File: src/rtl/slm_pkg.sv
// ----------------------------------------------------------------------------
// slm_pkg
// shared widths, command codes and controller/datapath structs for the merger
// ----------------------------------------------------------------------------
package slm_pkg;

    localparam int C_DEPTH = 32;
    localparam int CMD_W   = 2;
    localparam int VAL_W   = 32;

    localparam logic [CMD_W-1:0] CMD_PUSH_A = 2'd0;
    localparam logic [CMD_W-1:0] CMD_PUSH_B = 2'd1;
    localparam logic [CMD_W-1:0] CMD_MERGE  = 2'd2;

    typedef struct packed {
        logic push_a;
        logic push_b;
        logic start;
        logic emit;
    } t_dp_cmd;

    typedef struct packed {
        logic empty;
        logic slot_free;
        logic last;
    } t_dp_sts;

endpackage

File: src/rtl/slm_if.sv
// ----------------------------------------------------------------------------
// slm_if
// valid/ready channels for input items and merged results
// ----------------------------------------------------------------------------
interface slm_in_if;
    import slm_pkg::*;

    logic                     valid;
    logic                     ready;
    logic [CMD_W-1:0]         command;
    logic signed [VAL_W-1:0]  value;

    modport source (output valid, output command, output value, input ready);
    modport sink   (input valid, input command, input value, output ready);
endinterface

interface slm_out_if;
    import slm_pkg::*;

    logic                     valid;
    logic                     ready;
    logic signed [VAL_W-1:0]  merged_value;
    logic                     last;

    modport source (output valid, output merged_value, output last, input ready);
    modport sink   (input valid, input merged_value, input last, output ready);
endinterface

File: src/rtl/slm_ctrl.sv
// ----------------------------------------------------------------------------
// slm_ctrl
// controller: decodes input items and sequences the merge; unless the output stalls, one result a cycle
// ----------------------------------------------------------------------------
module slm_ctrl (
    input  logic                       i_clk,
    input  logic                       i_rst_n,
    input  logic                       i_in_valid,
    input  logic [slm_pkg::CMD_W-1:0]  i_in_command,
    output logic                       o_in_ready,
    output slm_pkg::t_dp_cmd           o_cmd,
    input  slm_pkg::t_dp_sts           i_sts
);
    import slm_pkg::*;

    typedef enum logic [1:0] {
        S_IDLE  = 2'b01,
        S_MERGE = 2'b10
    } t_state;

    t_state r_state;
    t_state n_state;
    logic   in_xfer;

    assign in_xfer = i_in_valid && (r_state == S_IDLE);

    always_comb begin
        n_state      = r_state;
        o_in_ready   = 1'b0;
        o_cmd        = '0;
        case (r_state)
            S_IDLE: begin
                o_in_ready   = 1'b1;
                o_cmd.push_a = in_xfer && (i_in_command == CMD_PUSH_A);
                o_cmd.push_b = in_xfer && (i_in_command == CMD_PUSH_B);
                if (in_xfer && (i_in_command == CMD_MERGE) && !i_sts.empty) begin
                    o_cmd.start = 1'b1;
                    n_state     = S_MERGE;
                end
            end
            S_MERGE: begin
                o_cmd.emit = i_sts.slot_free;
                if (i_sts.slot_free && i_sts.last) begin
                    n_state = S_IDLE;
                end
            end
            default: begin
                n_state = S_IDLE;
            end
        endcase
    end

    always_ff @(posedge i_clk) begin
        if (!i_rst_n) begin
            r_state <= S_IDLE;
        end else begin
            r_state <= n_state;
        end
    end

endmodule

File: src/rtl/slm_dp.sv
// ----------------------------------------------------------------------------
// slm_dp
// datapath: two list memories, fill counts, merge pointers and output register
// ----------------------------------------------------------------------------
module slm_dp #(
    parameter int DEPTH = slm_pkg::C_DEPTH
) (
    input  logic                              i_clk,
    input  logic                              i_rst_n,
    input  slm_pkg::t_dp_cmd                  i_cmd,
    output slm_pkg::t_dp_sts                  o_sts,
    input  logic signed [slm_pkg::VAL_W-1:0]  i_value,
    output logic                              o_out_valid,
    input  logic                              i_out_ready,
    output logic signed [slm_pkg::VAL_W-1:0]  o_merged_value,
    output logic                              o_last
);
    import slm_pkg::*;

    localparam int AW = (DEPTH > 1) ? $clog2(DEPTH) : 1;
    localparam int CW = $clog2(DEPTH + 1);
    localparam logic [CW-1:0] FULL = CW'(DEPTH);

    logic signed [VAL_W-1:0] r_mem_a [DEPTH];
    logic signed [VAL_W-1:0] r_mem_b [DEPTH];
    logic signed [VAL_W-1:0] r_head_a;
    logic signed [VAL_W-1:0] r_head_b;
    logic [CW-1:0]           r_cnt_a;
    logic [CW-1:0]           r_cnt_b;
    logic [CW-1:0]           r_ia;
    logic [CW-1:0]           r_ib;
    logic [CW-1:0]           n_ia;
    logic [CW-1:0]           n_ib;
    logic                    r_out_valid;
    logic signed [VAL_W-1:0] r_out_value;
    logic                    r_out_last;
    logic                    take_a;
    logic                    last;

    assign take_a = (r_ia < r_cnt_a) &&
                    ((r_ib >= r_cnt_b) || (r_head_a <= r_head_b));

    always_comb begin
        n_ia = r_ia;
        n_ib = r_ib;
        if (i_cmd.start) begin
            n_ia = '0;
            n_ib = '0;
        end else if (i_cmd.emit) begin
            if (take_a) begin
                n_ia = r_ia + 1'b1;
            end else begin
                n_ib = r_ib + 1'b1;
            end
        end
    end

    assign last            = (n_ia == r_cnt_a) && (n_ib == r_cnt_b);
    assign o_sts.empty     = (r_cnt_a == '0) && (r_cnt_b == '0);
    assign o_sts.slot_free = !r_out_valid || i_out_ready;
    assign o_sts.last      = last;

    // list memories, read ahead at the next pointer
    always_ff @(posedge i_clk) begin
        if (i_cmd.push_a && (r_cnt_a != FULL)) begin
            r_mem_a[r_cnt_a[AW-1:0]] <= i_value;
        end
        if (i_cmd.push_b && (r_cnt_b != FULL)) begin
            r_mem_b[r_cnt_b[AW-1:0]] <= i_value;
        end
        r_head_a <= r_mem_a[n_ia[AW-1:0]];
        r_head_b <= r_mem_b[n_ib[AW-1:0]];
    end

    always_ff @(posedge i_clk) begin
        if (!i_rst_n) begin
            r_cnt_a     <= '0;
            r_cnt_b     <= '0;
            r_ia        <= '0;
            r_ib        <= '0;
            r_out_valid <= 1'b0;
        end else begin
            r_ia <= n_ia;
            r_ib <= n_ib;
            if (i_cmd.emit && last) begin
                r_cnt_a <= '0;
                r_cnt_b <= '0;
            end else begin
                if (i_cmd.push_a && (r_cnt_a != FULL)) begin
                    r_cnt_a <= r_cnt_a + 1'b1;
                end
                if (i_cmd.push_b && (r_cnt_b != FULL)) begin
                    r_cnt_b <= r_cnt_b + 1'b1;
                end
            end
            if (i_cmd.emit) begin
                r_out_valid <= 1'b1;
            end else if (i_out_ready) begin
                r_out_valid <= 1'b0;
            end
        end
    end

    // output register
    always_ff @(posedge i_clk) begin
        if (i_cmd.emit) begin
            r_out_value <= take_a ? r_head_a : r_head_b;
            r_out_last  <= last;
        end
    end

    assign o_out_valid    = r_out_valid;
    assign o_merged_value = r_out_value;
    assign o_last         = r_out_last;

endmodule

File: src/rtl/sorted_list_merge.sv
// ----------------------------------------------------------------------------
// sorted_list_merge
// loads two ascending lists and merges them, A first on equal values
//
//   channel  | dir | payload                 | transfer
//   i_in     | in  | command, value          | i_in.valid & i_in.ready
//   o_out    | out | merged_value, last      | o_out.valid & o_out.ready
//
// a push writes one list memory; a merge, once accepted, yields one result per
// cycle from the two list memories, count_a + count_b results in total;
// input is held off while a merge is emitting; an output stall pauses it
// synchronous active-low reset clears the counts, pointers and state
// ----------------------------------------------------------------------------
module sorted_list_merge #(
    parameter int DEPTH = slm_pkg::C_DEPTH
) (
    input  logic       i_clk,
    input  logic       i_rst_n,
    slm_in_if.sink     i_in,
    slm_out_if.source  o_out
);
    import slm_pkg::*;

    t_dp_cmd cmd;
    t_dp_sts sts;

    slm_ctrl u_ctrl (
        .i_clk        (i_clk),
        .i_rst_n      (i_rst_n),
        .i_in_valid   (i_in.valid),
        .i_in_command (i_in.command),
        .o_in_ready   (i_in.ready),
        .o_cmd        (cmd),
        .i_sts        (sts)
    );

    slm_dp #(
        .DEPTH (DEPTH)
    ) u_dp (
        .i_clk          (i_clk),
        .i_rst_n        (i_rst_n),
        .i_cmd          (cmd),
        .o_sts          (sts),
        .i_value        (i_in.value),
        .o_out_valid    (o_out.valid),
        .i_out_ready    (o_out.ready),
        .o_merged_value (o_out.merged_value),
        .o_last         (o_out.last)
    );

endmodule

File: src/flat_wrapper.sv
// flat-port wrapper written by rule: the top's interface ports become plain ports
module sorted_list_merge_flat import slm_pkg::*;
#(
    parameter int DEPTH = slm_pkg::C_DEPTH
)
  (i_clk, i_rst_n, i_in_valid, i_in_command, i_in_value, i_in_ready, o_out_valid, o_out_merged_value, o_out_last, o_out_ready);
  slm_in_if i_in_i ();
  slm_out_if o_out_i ();
  input  logic i_clk;
  input  logic i_rst_n;
  input wire logic [$bits(i_in_i.valid)-1:0] i_in_valid;
  input wire logic [$bits(i_in_i.command)-1:0] i_in_command;
  input wire logic [$bits(i_in_i.value)-1:0] i_in_value;
  output wire logic [$bits(i_in_i.ready)-1:0] i_in_ready;
  output wire logic [$bits(o_out_i.valid)-1:0] o_out_valid;
  output wire logic [$bits(o_out_i.merged_value)-1:0] o_out_merged_value;
  output wire logic [$bits(o_out_i.last)-1:0] o_out_last;
  input wire logic [$bits(o_out_i.ready)-1:0] o_out_ready;
  assign i_in_i.valid = i_in_valid;
  assign i_in_i.command = i_in_command;
  assign i_in_i.value = i_in_value;
  assign i_in_ready = i_in_i.ready;
  assign o_out_valid = o_out_i.valid;
  assign o_out_merged_value = o_out_i.merged_value;
  assign o_out_last = o_out_i.last;
  assign o_out_i.ready = o_out_ready;
  sorted_list_merge #(.DEPTH(DEPTH)) u_core (.i_clk(i_clk), .i_rst_n(i_rst_n), .i_in(i_in_i), .o_out(o_out_i));
endmodule
File: config.mk
export PLATFORM = sky130hd
export DESIGN_NAME = sorted_list_merge_flat
export DESIGN_NICKNAME = d
export VERILOG_FILES = /design/src/rtl/slm_pkg.sv /design/src/rtl/slm_if.sv /design/src/rtl/slm_ctrl.sv /design/src/rtl/slm_dp.sv /design/src/rtl/sorted_list_merge.sv /design/src/flat_wrapper.sv
export SDC_FILE = /design/constraint.sdc
export NUM_CORES = 2
export LEC_CHECK = 0
export ABC_AREA = 0
export BUFFER_PORTS_ARGS = -buffer_cell sky130_fd_sc_hd__buf_2
export CELL_PAD_IN_SITES_DETAIL_PLACEMENT = 1
export CELL_PAD_IN_SITES_GLOBAL_PLACEMENT = 1
export CORE_MARGIN = 3
export CORE_UTILIZATION = 60
export CTS_BUF_LIST = sky130_fd_sc_hd__clkbuf_8
export DETAILED_ROUTE_END_ITERATION = 8
export PLACE_DENSITY_LB_ADDON = 0.1
export SETUP_SLACK_MARGIN = 0.5
export SYNTH_ARGS = -nofsm -noshare
export SYNTH_HDL_FRONTEND = slang
export SYNTH_HIERARCHICAL = 1
export SYNTH_SLANG_ARGS = --single-unit
File: constraint.sdc
create_clock -name i_clk -period 12.7 [get_ports i_clk]
set_input_delay 3.175 -clock i_clk [delete_from_list [all_inputs] [get_ports i_clk]]
set_output_delay 3.175 -clock i_clk [all_outputs]
set_load 0.1 [all_outputs]
==> impl_metrics.toml <==
[yosys]
yosys_register_bits = 2172
synth_nets = 5109
synth_top_area_frac = 0.7401
synth_cell_type_count = 77
synthTopCellsByCount = "2081 x edfxtp_1, 475 x nand2_1, 283 x nand3_1"
syn_inst = 5018
avgSynthCellArea_um2 = 16.83
ys.flop_type = "edfxtp_1"
synth.most_common_cell = "edfxtp_1"
yosys_warnings = 6
synth_top_area_cell = "edfxtp_1"
synthArstFlopShare = 0
ys_top_cells_by_area = "edfxtp_1 74%, mux4_2 3.4%, mux2i_1 2.3%"
synth_area_um2 = 84430
yosysSeqAreaShare = 0.7617
synth_edf_count = 2081

[flow_run]
maxCapViolCount = 0

[critical_path]
cp.required_ns = 13.57
path_max_fanout = 80
startpoint_type = "primary input"
setup.worst_path.start = "o_out_ready"
timing.rr.end = "u_core/u_dp/r_head_b[10]$_DFF_P_"
reg2reg_depth = 15
crit_path_end_kind = "flip-flop"
critPathKind = "primary input to flip-flop"
worst_ep_arrival_time_ns = 8.40
rrSetupSlack_ns = 5.73
r2r-start = "u_core/u_dp/r_head_b[31]$_DFF_P_"

[timing]
min_period_ns = 7.533
final.period_utilization = 0.5932
rsz0062_at_grt = "no"
finalHoldViolCount = 0
slew_headroom = 0.1570
setup-violations-final = 0
fin_tns_setup_ns = 0
tightest_slew_ns = 1.265
fin_skew_ns = 0.05407
fmax_mhz = 132.7
slew_violations = 0

[floorplanning]
die-height_um = 381.1
fp.dieW_um = 381.1
dieArea_um2 = 145300
fp.coreArea_um2 = 139700
io_pins = 73
start_util = 0.6044
rows = 137

[clock_tree]
htreeDepth = 5
cts_buffers = 355
cts_hold_buf = 0
clk_latency_ns = 1.00
clockBufferDepth = 4
cts_tree = "yes"
cts_setup_buffers = 0
clock-root-buffer = "clkbuf_8"
clk_pin_slew_worst_paths_ns = 0.06
clkSinkCount = 2172
cts_resized = 0

[cells_and_area]
stdcell_count = 7362
area_growth_syn_to_layout_pct = 10.50
fin_util = 0.6679
final_nets = 5306
drive_gt1_frac = 0.1676
fillers = 12020

[pwr]
power_leakage_uw = 0.02982
ir_drop_mv = 0.08860
powerDensity_nw_per_um2 = 145.4

[detailed_routing]
vias_per_cell = 6.822
drt_wl_total_um = 241100
drc_errors = 0
ant_nets = 0
drt-wirelength-per-cell_um = 32.75
vias = 50224
drt-initial-drc-count = 6202
drt_first_pass_iters = 6

[worst_hold_path]
whs_path_depth = 2
hold_start = "u_core/u_dp/r_ia[5]$_SDFF_PN0_"
holdPathEnd = "u_core/u_dp/r_ia[5]$_SDFF_PN0_"
hold_path.class = "flip-flop to flip-flop"

[grt]
grt_pass1_vias = 52610
antenna_found_initial = 12
grt_usage = 0.3316
grt_max_degree = 213
overflow = 0
grt_pass1_wl_um = 353200

[placed_design]
dp_hpwl_um = 129600
portBuffers = 72
place_inst = 6734
gp_congestion = 0.8003

[outcome]
status = "completed"
==> cell families after synthesis <==
group | synth area share
DFF | 0.7617
and+or+nand+nor | 0.06846
AOI/OAI and AO/OA | 0.07503
buffers and inverters | 0.02258
muxes | 0.06199
adders and majority gates | 0.007854
xor gates and xnor gates | 0.002386
==> worst max path at each step <==
stage,end,slack [ns]
after floorplan,u_core/u_dp/r_cnt_a[0]$_SDFFE_PP0P_,5.53
after global placement,u_core/u_dp/r_head_b[10]$_DFF_P_,4.61
after detailed placement,u_core/u_dp/r_head_b[15]$_DFF_P_,4.37
after CTS,u_core/u_dp/r_head_b[13]$_DFF_P_,5.39
after global routing,u_core/u_dp/r_head_b[17]$_DFF_P_,5.07
final,u_core/u_dp/r_head_b[15]$_DFF_P_,5.17
==> power breakdown <==
part,switching [uW],internal (uW)
Combinational,155,35.4
Clock,2680,2820
Sequential,12.5,7860
==> sequential cells by signal, indices dropped and copies added, names as in the netlist <==
signal	flops
u_core/u_ctrl/r_state	2
u_core/u_dp/o_last	1
u_core/u_dp/o_merged_value	32
u_core/u_dp/o_out_valid	1
u_core/u_dp/r_cnt_a	6
u_core/u_dp/r_cnt_b	6
u_core/u_dp/r_head_a	32
u_core/u_dp/r_head_b	32
u_core/u_dp/r_ia	6
u_core/u_dp/r_ib	6
u_core/u_dp/r_mem_a	1024
u_core/u_dp/r_mem_b	1024
==> placed cells by master, fill, tap and decap left out, types with 6 or more instances in the layout <==
master / synthesis / layout
clkinv_1: 3 / 67
nor2_4: 0 / 46
nand2_1: 475 / 473
buf_12: 0 / 8
mux4_2: 128 / 128
nor3_1: 32 / 11
clkinv_2: 0 / 31
buf_4: 38 / 108
nor3_2: 11 / 31
a21o_1: 7 / 6
mux2i_1: 194 / 194
mux2_2: 35 / 35
diode_2: 0 / 8
nand2b_1: 6 / 6
ha_1: 53 / 53
dfxtp_1: 91 / 91
or3_1: 6 / 6
a21oi_1: 86 / 84
nor4_1: 39 / 38
o2bb2ai_1: 31 / 31
edfxtp_1: 2081 / 2081
inv_1: 49 / 181
nor2b_1: 7 / 7
clkbuf_8: 0 / 387
nand4_1: 47 / 47
o22ai_1: 159 / 159
buf_2: 125 / 72
xnor2_1: 22 / 22
a211oi_1: 165 / 165
nor2_1: 73 / 28
o2111ai_1: 127 / 127
a31oi_1: 131 / 131
and3_1: 134 / 131
nor4_2: 28 / 28
nand3_1: 283 / 278
o2111a_1: 31 / 31
a221o_1: 63 / 63
o21ai_0: 14 / 14
==> per-stage QoR <==
stage / cell area, um^2 / power, uW / hold slack [ns] / worst slack (ns)
final: 93300 / 13560 / 0.5194 / 5.167
after global routing: 93280 / 13980 / 0.5585 / 5.074
after CTS: 93280 / 13650 / 0.5164 / 5.386
after detailed placement: 86970 / 8214 / 0.5089 / 4.371
after global placement: 86970 / 8199 / 0.4972 / 4.606
after floorplan: 84430 / 8066 / 0.4741 / 5.531
==> layout make-up <==
type	instances	area (um^2)	share of cell area
diodes	8	20.02	0.0002146
inverters	52	195.2	0.002092
clock inverters	233	982.2	0.01053
multi-input cells	2446	18790	0.2014
flip-flops and latches	2172	64310	0.6893
well taps	1876	2347	0.02516
repair buffers	188	1331	0.01427
clock buffers	387	5326	0.05709
==> per-layer routing <==
layer	track usage	wire length, um	vias up	share of wire
met3	0.06104	21850	465	0.091
met2	0.5246	116300	2705	0.48
li1	-	-	20661	-
met1	0.4730	95660	26385	0.40
met4	0.1098	7252	8	0.030
met5	0	47	-	0.00019
==> worst max-delay path: stages <==
cell and delay (ns):
buf_2 0.08, nand2b_1 0.49, inv_1 0.17, nor2_4 0.45
inv_1 0.23, o31ai_1 0.35, a21oi_2 0.13, o21ai_4 0.65
buf_4 0.79, buf_4 0.82, nand3_1 0.18, o2111ai_1 0.18
nand4_1 0.24, nor4_1 0.36
Note: power is estimated with default switching activity, not from simulation.
